===== src/hw/rtl/acp_pkg.sv =====
// Shared types, constants and the weight table of the alignment column profile block.
`default_nettype none

package acp_pkg;

   localparam int ROW_FIELD_W    = 10;
   localparam int COLUMN_FIELD_W = 16;
   localparam int MASK_W         = 4;
   localparam int PTS_W          = 4;
   localparam int WEIGHT_W       = 14;
   localparam int COUNT_W        = 11;
   localparam int UNIT_WEIGHT    = 12;

   localparam int DEFAULT_MAX_ROWS    = 1024;
   localparam int DEFAULT_COLUMN_BITS = 16;

   localparam int QUEUE_DEPTH = 4;
   localparam int QUEUE_PTR_W = $clog2(QUEUE_DEPTH);

   localparam int REQ_TDATA_W = 32;
   localparam int REQ_TUSER_W = 2;
   localparam int RSP_FIELD_W = COLUMN_FIELD_W + 6 * WEIGHT_W;
   localparam int RSP_TDATA_W = ((RSP_FIELD_W + 7) / 8) * 8;

   localparam logic [WEIGHT_W-1:0] SUM_MAX = {WEIGHT_W{1'b1}};

   typedef enum logic [1:0] {
      KIND_SKIP = 2'd0,
      KIND_BASE = 2'd1,
      KIND_GAP  = 2'd2
   } cell_kind_type;

   typedef struct packed {
      logic [ROW_FIELD_W-1:0]    row;
      logic [COLUMN_FIELD_W-1:0] column;
      cell_kind_type             kind;
      logic [MASK_W-1:0]         mask;
      logic [PTS_W-1:0]          pts;
      logic                      first;
      logic                      last;
   } cell_entry_type;

   typedef struct packed {
      logic [COLUMN_FIELD_W-1:0] column;
      logic [WEIGHT_W-1:0]       sum_a;
      logic [WEIGHT_W-1:0]       sum_g;
      logic [WEIGHT_W-1:0]       sum_c;
      logic [WEIGHT_W-1:0]       sum_t;
      logic [COUNT_W-1:0]        open_count;
      logic [COUNT_W-1:0]        extend_count;
   } profile_type;

   typedef struct packed {
      logic full;
      logic empty;
   } queue_status_type;

   typedef struct packed {
      logic clear_done;
      logic stage_valid;
      logic stage_last;
   } back_status_type;

   // 12 / popcount(mask), zero for an empty mask
   function automatic logic [PTS_W-1:0] weight_of_mask(input logic [MASK_W-1:0] mask);
      logic [PTS_W-1:0] pts;
      unique case (mask)
         4'h0:                      pts = 4'd0;
         4'h1, 4'h2, 4'h4, 4'h8:    pts = 4'd12;
         4'h3, 4'h5, 4'h6,
         4'h9, 4'hA, 4'hC:          pts = 4'd6;
         4'h7, 4'hB, 4'hD, 4'hE:    pts = 4'd4;
         4'hF:                      pts = 4'd3;
         default:                   pts = 4'd0;
      endcase
      return pts;
   endfunction

   // count * 12, saturated to the weight field
   function automatic logic [WEIGHT_W-1:0] gap_weight(input logic [COUNT_W-1:0] count);
      logic [WEIGHT_W+1:0] prod;
      prod = (WEIGHT_W+2)'({count, 3'b000}) + (WEIGHT_W+2)'({count, 2'b00});
      return (prod > (WEIGHT_W+2)'(SUM_MAX)) ? SUM_MAX : prod[WEIGHT_W-1:0];
   endfunction

   // saturating add of a base weight to a sum
   function automatic logic [WEIGHT_W-1:0] sat_add_sum(input logic [WEIGHT_W-1:0] sum,
                                                       input logic [PTS_W-1:0]    pts);
      logic [WEIGHT_W:0] total;
      total = {1'b0, sum} + (WEIGHT_W+1)'(pts);
      return total[WEIGHT_W] ? SUM_MAX : total[WEIGHT_W-1:0];
   endfunction

endpackage : acp_pkg

`default_nettype wire


===== src/hw/rtl/acp_front.sv =====
// Front end: takes requests, folds the row into range and classifies each cell.
`default_nettype none

module acp_front
   import acp_pkg::*;
#(
   parameter int MAX_ROWS    = DEFAULT_MAX_ROWS,
   parameter int COLUMN_BITS = DEFAULT_COLUMN_BITS
) (
   input  wire logic                   req_tvalid,
   output logic                        req_tready,
   input  wire logic [REQ_TDATA_W-1:0] req_tdata,
   input  wire logic [REQ_TUSER_W-1:0] req_tuser,
   input  wire logic                   req_tlast,
   input  wire queue_status_type       q_status,
   input  wire back_status_type        back_status,
   output logic                        push_valid,
   output cell_entry_type              push_entry
);

   localparam int COL_KEEP = (COLUMN_BITS < COLUMN_FIELD_W) ? COLUMN_BITS : COLUMN_FIELD_W;
   localparam logic [COLUMN_FIELD_W-1:0] COL_MASK =
      COLUMN_FIELD_W'((64'(1) << COL_KEEP) - 64'(1));
   localparam int MOD_W = ROW_FIELD_W + 18;

   logic [ROW_FIELD_W-1:0]    row_raw;
   logic [COLUMN_FIELD_W-1:0] column_raw;
   logic [MASK_W-1:0]         mask_raw;
   logic                      present;
   logic [MOD_W-1:0]          row_rem;
   logic [MOD_W-1:0]          step;

   assign row_raw    = req_tdata[ROW_FIELD_W-1:0];
   assign column_raw = req_tdata[ROW_FIELD_W +: COLUMN_FIELD_W];
   assign mask_raw   = req_tdata[ROW_FIELD_W + COLUMN_FIELD_W +: MASK_W];
   assign present    = req_tuser[0];

   // row modulo MAX_ROWS by restoring subtraction of shifted constants
   always_comb begin
      row_rem = MOD_W'(row_raw);
      step    = '0;
      for (int i = ROW_FIELD_W - 1; i >= 0; i--) begin
         step = MOD_W'(MAX_ROWS) << i;
         if (row_rem >= step) begin
            row_rem = row_rem - step;
         end
      end
   end

   assign req_tready = back_status.clear_done && !q_status.full;
   assign push_valid = req_tvalid && req_tready;

   always_comb begin
      push_entry.row    = row_rem[ROW_FIELD_W-1:0];
      push_entry.column = column_raw & COL_MASK;
      push_entry.mask   = mask_raw;
      push_entry.pts    = weight_of_mask(mask_raw);
      push_entry.first  = req_tuser[1];
      push_entry.last   = req_tlast;
      priority if (!present) begin
         push_entry.kind = KIND_GAP;
      end else if (mask_raw != '0) begin
         push_entry.kind = KIND_BASE;
      end else begin
         push_entry.kind = KIND_SKIP;
      end
   end

endmodule : acp_front

`default_nettype wire


===== src/hw/rtl/acp_queue.sv =====
// Short queue of classified cells between the front and the back end.
`default_nettype none

module acp_queue
   import acp_pkg::*;
(
   input  wire logic           clock,
   input  wire logic           reset,
   input  wire logic           push_valid,
   input  wire cell_entry_type push_entry,
   input  wire logic           pop,
   output cell_entry_type      head_entry,
   output queue_status_type    q_status
);

   cell_entry_type           slot_ff [QUEUE_DEPTH];
   logic [QUEUE_PTR_W-1:0]   wr_ptr_ff, wr_ptr_in;
   logic [QUEUE_PTR_W-1:0]   rd_ptr_ff, rd_ptr_in;
   logic [QUEUE_PTR_W:0]     count_ff, count_in;
   logic                     do_push;
   logic                     do_pop;

   assign q_status.full  = (count_ff == (QUEUE_PTR_W+1)'(QUEUE_DEPTH));
   assign q_status.empty = (count_ff == '0);
   assign do_push        = push_valid && !q_status.full;
   assign do_pop         = pop && !q_status.empty;
   assign head_entry     = slot_ff[rd_ptr_ff];

   always_comb begin
      wr_ptr_in = do_push ? wr_ptr_ff + 1'b1 : wr_ptr_ff;
      rd_ptr_in = do_pop  ? rd_ptr_ff + 1'b1 : rd_ptr_ff;
      count_in  = count_ff;
      if (do_push && !do_pop) begin
         count_in = count_ff + 1'b1;
      end else if (do_pop && !do_push) begin
         count_in = count_ff - 1'b1;
      end
   end

   always_ff @(posedge clock) begin
      if (reset) begin
         wr_ptr_ff <= '0;
         rd_ptr_ff <= '0;
         count_ff  <= '0;
      end else begin
         wr_ptr_ff <= wr_ptr_in;
         rd_ptr_ff <= rd_ptr_in;
         count_ff  <= count_in;
      end
   end

   always_ff @(posedge clock) begin
      if (do_push) begin
         slot_ff[wr_ptr_ff] <= push_entry;
      end
   end

endmodule : acp_queue

`default_nettype wire


===== src/hw/rtl/acp_back.sv =====
// Back end: row gap flag memory, column accumulators and the result register.
`default_nettype none

module acp_back
   import acp_pkg::*;
#(
   parameter int MAX_ROWS = DEFAULT_MAX_ROWS
) (
   input  wire logic            clock,
   input  wire logic            reset,
   input  wire cell_entry_type  head_entry,
   input  wire queue_status_type q_status,
   output logic                 pop,
   output back_status_type      back_status,
   output logic                 result_valid,
   input  wire logic            result_ready,
   output profile_type          result
);

   localparam int ADDR_W = (MAX_ROWS > 1) ? $clog2(MAX_ROWS) : 1;
   localparam logic [ADDR_W-1:0] LAST_ADDR = ADDR_W'(MAX_ROWS - 1);

   logic                gap_mem [MAX_ROWS];

   logic [ADDR_W-1:0]   clear_cnt_ff;
   logic                clear_done_ff;

   logic                stage_valid_ff;
   cell_entry_type      stage_ff;
   logic                rd_flag_ff;

   logic                byp_valid_ff, byp_valid_in;
   logic [ADDR_W-1:0]   byp_addr_ff;
   logic                byp_flag_ff;

   logic [WEIGHT_W-1:0] sum_a_ff, sum_a_in;
   logic [WEIGHT_W-1:0] sum_g_ff, sum_g_in;
   logic [WEIGHT_W-1:0] sum_c_ff, sum_c_in;
   logic [WEIGHT_W-1:0] sum_t_ff, sum_t_in;
   logic [COUNT_W-1:0]  open_ff, open_in;
   logic [COUNT_W-1:0]  extend_ff, extend_in;

   logic                out_valid_ff;
   profile_type         out_ff;

   logic                advance;
   logic                fire;
   logic [ADDR_W-1:0]   stage_addr;
   logic                row_flag;
   logic                gap_flag;
   logic                exec_we;
   logic                exec_flag;
   logic                mem_we;
   logic [ADDR_W-1:0]   mem_addr;
   logic                mem_data;

   // the back end moves cells only after the gap flag sweep and when the result register can take a result
   assign advance = clear_done_ff && (!out_valid_ff || result_ready);
   assign pop     = advance && !q_status.empty;
   assign fire    = advance && stage_valid_ff;

   assign stage_addr = ADDR_W'(stage_ff.row);
   // forward the flag written by the previous cell: the read missed that write
   assign row_flag   = (byp_valid_ff && byp_addr_ff == stage_addr) ? byp_flag_ff : rd_flag_ff;
   assign gap_flag   = stage_ff.first || row_flag;

   assign exec_we   = (stage_ff.kind != KIND_SKIP) || stage_ff.first;
   assign exec_flag = (stage_ff.kind != KIND_BASE);

   always_comb begin
      sum_a_in  = sum_a_ff;
      sum_g_in  = sum_g_ff;
      sum_c_in  = sum_c_ff;
      sum_t_in  = sum_t_ff;
      open_in   = open_ff;
      extend_in = extend_ff;
      unique case (stage_ff.kind)
         KIND_BASE: begin
            if (stage_ff.mask[0]) sum_a_in = sat_add_sum(sum_a_ff, stage_ff.pts);
            if (stage_ff.mask[1]) sum_g_in = sat_add_sum(sum_g_ff, stage_ff.pts);
            if (stage_ff.mask[2]) sum_c_in = sat_add_sum(sum_c_ff, stage_ff.pts);
            if (stage_ff.mask[3]) sum_t_in = sat_add_sum(sum_t_ff, stage_ff.pts);
         end
         KIND_GAP: begin
            if (gap_flag) begin
               if (extend_ff != '1) extend_in = extend_ff + 1'b1;
            end else begin
               if (open_ff != '1) open_in = open_ff + 1'b1;
            end
         end
         default: begin
         end
      endcase
   end

   assign byp_valid_in = stage_valid_ff && exec_we;

   always_comb begin
      if (!clear_done_ff) begin
         mem_we   = 1'b1;
         mem_addr = clear_cnt_ff;
         mem_data = 1'b1;
      end else begin
         mem_we   = fire && exec_we;
         mem_addr = stage_addr;
         mem_data = exec_flag;
      end
   end

   always_ff @(posedge clock) begin
      if (mem_we) begin
         gap_mem[mem_addr] <= mem_data;
      end
   end

   always_ff @(posedge clock) begin
      if (advance) begin
         rd_flag_ff  <= gap_mem[ADDR_W'(head_entry.row)];
         stage_ff    <= head_entry;
         byp_addr_ff <= stage_addr;
         byp_flag_ff <= exec_flag;
      end
   end

   always_ff @(posedge clock) begin
      if (reset) begin
         clear_cnt_ff   <= '0;
         clear_done_ff  <= 1'b0;
         stage_valid_ff <= 1'b0;
         byp_valid_ff   <= 1'b0;
         out_valid_ff   <= 1'b0;
         sum_a_ff       <= '0;
         sum_g_ff       <= '0;
         sum_c_ff       <= '0;
         sum_t_ff       <= '0;
         open_ff        <= '0;
         extend_ff      <= '0;
      end else begin
         if (!clear_done_ff) begin
            if (clear_cnt_ff == LAST_ADDR) begin
               clear_done_ff <= 1'b1;
            end else begin
               clear_cnt_ff <= clear_cnt_ff + 1'b1;
            end
         end
         if (advance) begin
            stage_valid_ff <= !q_status.empty;
            byp_valid_ff   <= byp_valid_in;
         end
         if (fire && stage_ff.last) begin
            out_valid_ff <= 1'b1;
         end else if (result_ready) begin
            out_valid_ff <= 1'b0;
         end
         if (fire) begin
            if (stage_ff.last) begin
               sum_a_ff  <= '0;
               sum_g_ff  <= '0;
               sum_c_ff  <= '0;
               sum_t_ff  <= '0;
               open_ff   <= '0;
               extend_ff <= '0;
            end else begin
               sum_a_ff  <= sum_a_in;
               sum_g_ff  <= sum_g_in;
               sum_c_ff  <= sum_c_in;
               sum_t_ff  <= sum_t_in;
               open_ff   <= open_in;
               extend_ff <= extend_in;
            end
         end
      end
   end

   always_ff @(posedge clock) begin
      if (fire && stage_ff.last) begin
         out_ff.column       <= stage_ff.column;
         out_ff.sum_a        <= sum_a_in;
         out_ff.sum_g        <= sum_g_in;
         out_ff.sum_c        <= sum_c_in;
         out_ff.sum_t        <= sum_t_in;
         out_ff.open_count   <= open_in;
         out_ff.extend_count <= extend_in;
      end
   end

   assign result_valid            = out_valid_ff;
   assign result                  = out_ff;
   assign back_status.clear_done  = clear_done_ff;
   assign back_status.stage_valid = stage_valid_ff;
   assign back_status.stage_last  = stage_ff.last;

endmodule : acp_back

`default_nettype wire


===== src/hw/rtl/alignment_column_profile.sv =====
// Alignment column profile: one request per row cell, one response per finished column.
//
// Request channel (req_*): one cell per request. tdata carries row, column and
// nucleotide mask; tuser carries the present and first-column flags; tlast marks
// the final row's cell of a column. Rows outside MAX_ROWS fold back modulo MAX_ROWS.
// Response channel (rsp_*): one profile per column, sent after its last cell:
// column index, four nucleotide weights and the gap-open / gap-extend weights.
// Throughput: one request per cycle after the sweep and while no response is held.
// The per-row gap flag is a one-bit memory read as a cell enters the stage, ahead of
// its update, with the previous write forwarded, so the read-modify-write loop closes
// every cycle. Path: the cell with tlast passes a queue slot, then the stage with the
// flag read, then the result register, where its response turns valid.
// Reset: all accumulators clear and the gap flag memory is swept to ones, one row
// per cycle, over all MAX_ROWS rows; req_tready stays low during the sweep.
// Stall: while rsp_tready is low with a response waiting, the back end holds; the
// four-entry queue keeps accepting requests until it fills, then req_tready drops.
`default_nettype none

module alignment_column_profile
   import acp_pkg::*;
#(
   parameter int MAX_ROWS    = DEFAULT_MAX_ROWS,
   parameter int COLUMN_BITS = DEFAULT_COLUMN_BITS
) (
   input  wire logic                   clock,
   input  wire logic                   reset,
   input  wire logic                   req_tvalid,
   output logic                        req_tready,
   // [9:0] row_index, [25:10] column_index, [29:26] base_mask, [31:30] zero
   input  wire logic [REQ_TDATA_W-1:0] req_tdata,
   // [0] base_present, [1] first_column
   input  wire logic [REQ_TUSER_W-1:0] req_tuser,
   // last_in_column
   input  wire logic                   req_tlast,
   output logic                        rsp_tvalid,
   input  wire logic                   rsp_tready,
   // [15:0] profile_column, [29:16] weight_a, [43:30] weight_g, [57:44] weight_c,
   // [71:58] weight_t, [85:72] gap_open_weight, [99:86] gap_extend_weight,
   // [103:100] zero
   output logic [RSP_TDATA_W-1:0]      rsp_tdata
);

   queue_status_type q_status;
   back_status_type  back_status;
   logic             push_valid;
   cell_entry_type   push_entry;
   cell_entry_type   head_entry;
   logic             pop;
   profile_type      result;

   acp_front #(
      .MAX_ROWS    (MAX_ROWS),
      .COLUMN_BITS (COLUMN_BITS)
   ) u_front (
      .req_tvalid  (req_tvalid),
      .req_tready  (req_tready),
      .req_tdata   (req_tdata),
      .req_tuser   (req_tuser),
      .req_tlast   (req_tlast),
      .q_status    (q_status),
      .back_status (back_status),
      .push_valid  (push_valid),
      .push_entry  (push_entry)
   );

   acp_queue u_queue (
      .clock      (clock),
      .reset      (reset),
      .push_valid (push_valid),
      .push_entry (push_entry),
      .pop        (pop),
      .head_entry (head_entry),
      .q_status   (q_status)
   );

   acp_back #(
      .MAX_ROWS (MAX_ROWS)
   ) u_back (
      .clock        (clock),
      .reset        (reset),
      .head_entry   (head_entry),
      .q_status     (q_status),
      .pop          (pop),
      .back_status  (back_status),
      .result_valid (rsp_tvalid),
      .result_ready (rsp_tready),
      .result       (result)
   );

   assign rsp_tdata = RSP_TDATA_W'({gap_weight(result.extend_count),
                                    gap_weight(result.open_count),
                                    result.sum_t,
                                    result.sum_c,
                                    result.sum_g,
                                    result.sum_a,
                                    result.column});

`ifndef SYNTHESIS
   // no request may enter while the gap flags are still being swept
   assert property (@(posedge clock) disable iff (reset)
      (req_tvalid && req_tready) |-> back_status.clear_done)
      else $error("request accepted during gap flag sweep");

   assert property (@(posedge clock) disable iff (reset)
      !back_status.clear_done |-> !back_status.stage_valid)
      else $error("back end holds a cell during gap flag sweep");

   // a new response only follows a column's last cell in the back end
   assert property (@(posedge clock) disable iff (reset)
      $rose(rsp_tvalid) |-> $past(back_status.stage_valid && back_status.stage_last))
      else $error("response without a last cell");

   assert property (@(posedge clock) disable iff (reset)
      !q_status.empty |-> back_status.clear_done)
      else $error("queue filled during gap flag sweep");
`endif

endmodule : alignment_column_profile

`default_nettype wire


===== config.mk =====
export PLATFORM = sky130hd
export DESIGN_NAME = alignment_column_profile
export DESIGN_NICKNAME = d
export VERILOG_FILES = /design/src/hw/rtl/acp_pkg.sv /design/src/hw/rtl/acp_front.sv /design/src/hw/rtl/acp_queue.sv /design/src/hw/rtl/acp_back.sv /design/src/hw/rtl/alignment_column_profile.sv
export SDC_FILE = /design/constraint.sdc
export NUM_CORES = 2
export LEC_CHECK = 0
export BUFFER_PORTS_ARGS = -buffer_cell sky130_fd_sc_hd__buf_2
export CAP_MARGIN = 20
export CORE_MARGIN = 5
export CORE_UTILIZATION = 35
export DETAILED_ROUTE_END_ITERATION = 10
export GPL_ROUTABILITY_DRIVEN = 0
export PLACE_DENSITY = 0.49
export SLEW_MARGIN = 20
export SYNTH_ARGS = -nofsm -noshare
export SYNTH_HDL_FRONTEND = slang
export SYNTH_SLANG_ARGS = --single-unit

===== constraint.sdc =====
create_clock -name clock -period 33.2 [get_ports clock]
set_input_delay 4.98 -clock clock [delete_from_list [all_inputs] [get_ports clock]]
set_output_delay 4.98 -clock clock [all_outputs]
set_load 0.01 [all_outputs]

==> implementation parameters <==
Parameter                              Value

Worst setup path
  Setup crit start kind    flip-flop
  Family of cells with the greatest summed delay on the critical path    compound AO/OA/AOI/OAI gates
  Worst R2R Setup Slack    25.79 ns
  Crit path cell chain    ha_1 > fa_1 > a21o_1 > a21oi_1 > o21bai_1 > a21oi_1 > o21bai_1 > a21oi_1 > o21bai_1 > a21oi_1 > mux2i_1 > buf_2
  Buf+Inv Stages, Crit Path    1
  Data required time of the critical path    28.22 ns
  End of the worst register-to-register path    u_back.rd_flag_ff$_DFFE_PN_
  Most used cell along the critical path    sky130_fd_sc_hd__a21oi_1
  Largest stage delay on the critical path    0.46 ns
  Cell at the slowest stage of the critical path    sky130_fd_sc_hd__edfxtp_1
  Worst-path maximum fanout    3
  Critical path capture point type    primary output
  Critical path class    reg -> out
  Arrival time at the worst endpoint    about 3.5 ns
  Cell depth of the worst flop-to-flop path    14

Synth
  Asr flop ratio synth    0
  Number of synthesized register bits    1421
  Count of synthesis-stage warnings from yosys    0
  Number of instances in the synthesized netlist    5030
  Number of synthesized flops with an enable pin    1320
  Predominant post-synthesis flop cell    sky130_fd_sc_hd__edfxtp_1
  Post-synthesis cell type count    78
  Sequential element share of the synthesized area    0.660
  Mean instance size in the synthesized netlist    12.6 um2
  Total standard cell area after synthesis    63100 um2

STA
  Tcrit/Tclk final    0.257
  Relative max-transition margin    -0.00619
  Fmax    117 MHz
  Setup repair after global routing missed its margin    no
  Setup TNS    0 ns
  Final Hold Violating Endpoints    0
  Final count of negative-setup-slack endpoints    0
  Min Hold Slack    0.419 ns
  Transition time at the pin with the least slew margin    1.51 ns
  Number of pins exceeding their max-slew limit in the final report    40
  Post-route clock skew    between 0.02 and 0.03 ns
  Final period demand of the worst path    8.52 ns
  Slack of the critical path    roughly 25 ns

Global routing
  Global route overflow    0
  Vias in the first global route    38587
  First-pass GRT wire length    269000 um
  Overall Global Routing Usage    0.191
  Pin count of the biggest net entering global routing    about 270
  Antenna violations before repair    7

Power and ir drop
  Static leakage power    19.6 nW
  Maximum ir drop on the vdd rail    0.0000460 V
  Share of power burned in the clock network    0.466
  Net switching power figure    between 700 and 800 uW
  Reg power frac    0.525
  Fraction of power spent switching nets    0.205
  Total Power Consumption    3.68 mW
  Power Density    52.1 nW/um2
  Share of total power in combinational logic    0.009
  Internal power    2.93 mW

Floorplan
  IO Count    145
  Die Outline Area    189000 um2
  Initial cell density of the core    0.353
  Die Ht    435 um
  Die X    ~430 um
  CORE AREA    179000 um2
  Number of rows in the core area    about 160

Layout
  Diode count    0
  Final Net Count    just over 5000
  Fraction of final layout cells sized beyond drive strength 1    0.133
  Number of fill cells in the layout    approximately 17000
  Area growth, synth to finish    11.8%
  Count of non-filler cells in the finished layout    7431
  Final cell area excluding filler cells    70600 um2
  Multi-input combinational cell area    roughly 19000 um2
  End-of-flow core utilization    0.394
  Footprint of the flip-flops and latches    41700 um2

Route
  DRC violation count after routing    0
  Total wire length    186000 um
  Vias after detailed routing    40249
  Pre-antenna DRT Iters    5
  Mean routed wirelength per cell    ~25 um
  Number of routed nets with antenna violations    0
  1st-iter DRT viols    roughly 4100
  Vias/cell    about 5.4

Min path
  Worst hold path stage count    0
  Start point of the worst min-delay path    u_back.stage_ff[14]$_DFFE_PN_
  Endpoint, Worst Hold    u_back.result[80]$_DFFE_PP_
  Class of the most critical hold timing path    reg -> reg

Clocking
  Largest buffer count on any clock path    3
  Post-CTS clock slew at the launch and capture registers of the worst setup and hold paths    0.06 ns
  Clk Tree Root Cell    sky130_fd_sc_hd__clkbuf_16
  Number of levels the H-tree was split into    4
  Buffers inserted by post-CTS timing repair    0
  Clock insertion delay at the later pin of the skew report    0.78 ns
  Count of hold buffers inserted by post-cts repair    0
  Number of buffers created by CTS    159
  Clock sink total    1421
  Clock tree from TritonCTS    done
  PostCTS Resize Cnt    0

Run
  Maxcap violations    0

Run status
  Failing checks    slew limit
  Run status    finished, violations left

Placed design
  Total half-perimeter wirelength after legalization and detailed placement    98500 um
  Worst setup slack after placement    25.06 ns
  Total placed instance area    65500 um2
  Cell count after placement    7138
  # port buffers    138
layout make-up:
| type | instances | area share |
|---|---|---|
| Sequential cell | 1421 | 0.590 |
| Clock inverter | 76 | 0.00984 |
| Inverter | 54 | 0.00339 |
| Tap cell | 2355 | 0.0418 |
| Timing Repair Buffer | 241 | 0.0221 |
| Multi-Input combinational cell | 3070 | 0.271 |
| Clock buffer | 214 | 0.0611 |
power groups by stage:
stage	sequential [mW]	clock [mW]	combinational, mW
4_1_cts	1.93	1.76	0.0325
6_report	1.93	1.72	0.0322
5_1_grt	1.93	1.83	0.0339
2_1_floorplan	1.97	0	0.0130
3_3_place_gp	1.97	0	0.0321
3_5_place_dp	1.97	0	0.0323
layout by cell type, fill, tap and decap left out, types with 86 or more instances in the layout:
master	netlist	routed
sky130_fd_sc_hd__edfxtp_1	1320	1320
sky130_fd_sc_hd__nor2_1	1183	1180
sky130_fd_sc_hd__nand2_1	473	453
sky130_fd_sc_hd__mux2i_1	195	195
sky130_fd_sc_hd__clkbuf_16	0	164
sky130_fd_sc_hd__buf_2	46	137
sky130_fd_sc_hd__mux4_2	110	110
sky130_fd_sc_hd__dfxtp_1	101	98
sky130_fd_sc_hd__buf_4	98	94
sky130_fd_sc_hd__a21oi_1	89	89
sky130_fd_sc_hd__a22oi_1	86	86
worst max path at each step:
stage	start	end	slack [ns]	cells after the start
2_1_floorplan	u_back.clear_done_ff$_SDFF_PP0_	u_back.gap_mem[0]$_DFFE_PP_	17.82	4
3_3_place_gp	rsp_tready	u_back.gap_mem[38]$_DFFE_PP_	25.07	10
3_5_place_dp	rsp_tready	u_back.gap_mem[167]$_DFFE_PP_	25.06	10
4_1_cts	u_back.result[12]$_DFFE_PP_	rsp_tdata[85]	24.57	12
5_1_grt	u_back.result[12]$_DFFE_PP_	rsp_tdata[85]	24.36	12
6_report	u_back.result[12]$_DFFE_PP_	rsp_tdata[85]	24.68	12
sequential cells by signal, indices dropped and copies added (netlist names), 3 cells and up, named ones only:
register and count:
u_back.sum_g_ff 14, u_back.sum_t_ff 14, u_back.gap_mem 1024, u_back.sum_c_ff 14
u_back.result 94, u_queue.slot_ff 152, u_back.sum_a_ff 14, u_back.stage_ff 27
u_queue.count_ff 3, u_back.clear_cnt_ff 10, u_back.extend_ff 11, u_back.open_ff 11
u_back.byp_addr_ff 10, u_back.stage_addr 10
worst register-to-register path, delay by kind of cell, from the launching register on:
kind,cells,cell delay (ns)
buffers and inverters,5,3.61
muxes,3,1.38
AOI/OAI and AO/OA,2,0.96
and+or+nand+nor,4,0.73
DFF,1,0.31
metal layers:
metal | global-route usage | share of wire | vias up
met5 | 0 | 0 | -
met4 | 0.0450 | 0.021 | 0
met3 | 0.0310 | 0.065 | 247
met2 | 0.312 | 0.47 | 1249
met1 | 0.268 | 0.44 | 20708
li1 | - | - | 18045
cell usage after synthesis (46+ instances only):
library cell | count | share of area
sky130_fd_sc_hd__edfxtp_1 | 1320 | 0.63
sky130_fd_sc_hd__nor2_1 | 1183 | 0.070
sky130_fd_sc_hd__nand2_1 | 473 | 0.028
sky130_fd_sc_hd__clkbuf_1 | 225 | 0.013
sky130_fd_sc_hd__mux2i_1 | 195 | 0.031
sky130_fd_sc_hd__mux4_2 | 110 | 0.039
sky130_fd_sc_hd__nand3_1 | 105 | 0.0083
sky130_fd_sc_hd__dfxtp_1 | 101 | 0.032
sky130_fd_sc_hd__buf_4 | 98 | 0.012
sky130_fd_sc_hd__a21oi_1 | 89 | 0.0071
sky130_fd_sc_hd__buf_1 | 88 | 0.0052
sky130_fd_sc_hd__a22oi_1 | 86 | 0.010
sky130_fd_sc_hd__a211oi_1 | 67 | 0.0080
sky130_fd_sc_hd__nor2b_1 | 66 | 0.0065
sky130_fd_sc_hd__xnor2_1 | 57 | 0.0079
sky130_fd_sc_hd__a31oi_1 | 55 | 0.0054
sky130_fd_sc_hd__ha_1 | 52 | 0.010
sky130_fd_sc_hd__inv_1 | 51 | 0.0030
sky130_fd_sc_hd__a311oi_1 | 50 | 0.0069
sky130_fd_sc_hd__and3_1 | 46 | 0.0046
sky130_fd_sc_hd__buf_2 | 46 | 0.0036
cell families (layout without fill, tap and decap cells):
group | Yosys count | count (layout) | share of synthesized area
buffers and inverters | 542 | 585 | 0.0429
multiplexers | 341 | 341 | 0.0766
flip-flops | 1421 | 1421 | 0.660
adder cells (fa/ha/maj) | 59 | 59 | 0.0125
XOR/XNOR | 79 | 79 | 0.0110
AO/OA/AOI/OAI | 575 | 575 | 0.0655
other | 1 | 4 | 0.0000594
AND/OR/NAND/NOR | 2012 | 2012 | 0.132
No activity file was read; power rests on OpenSTA's default activity.
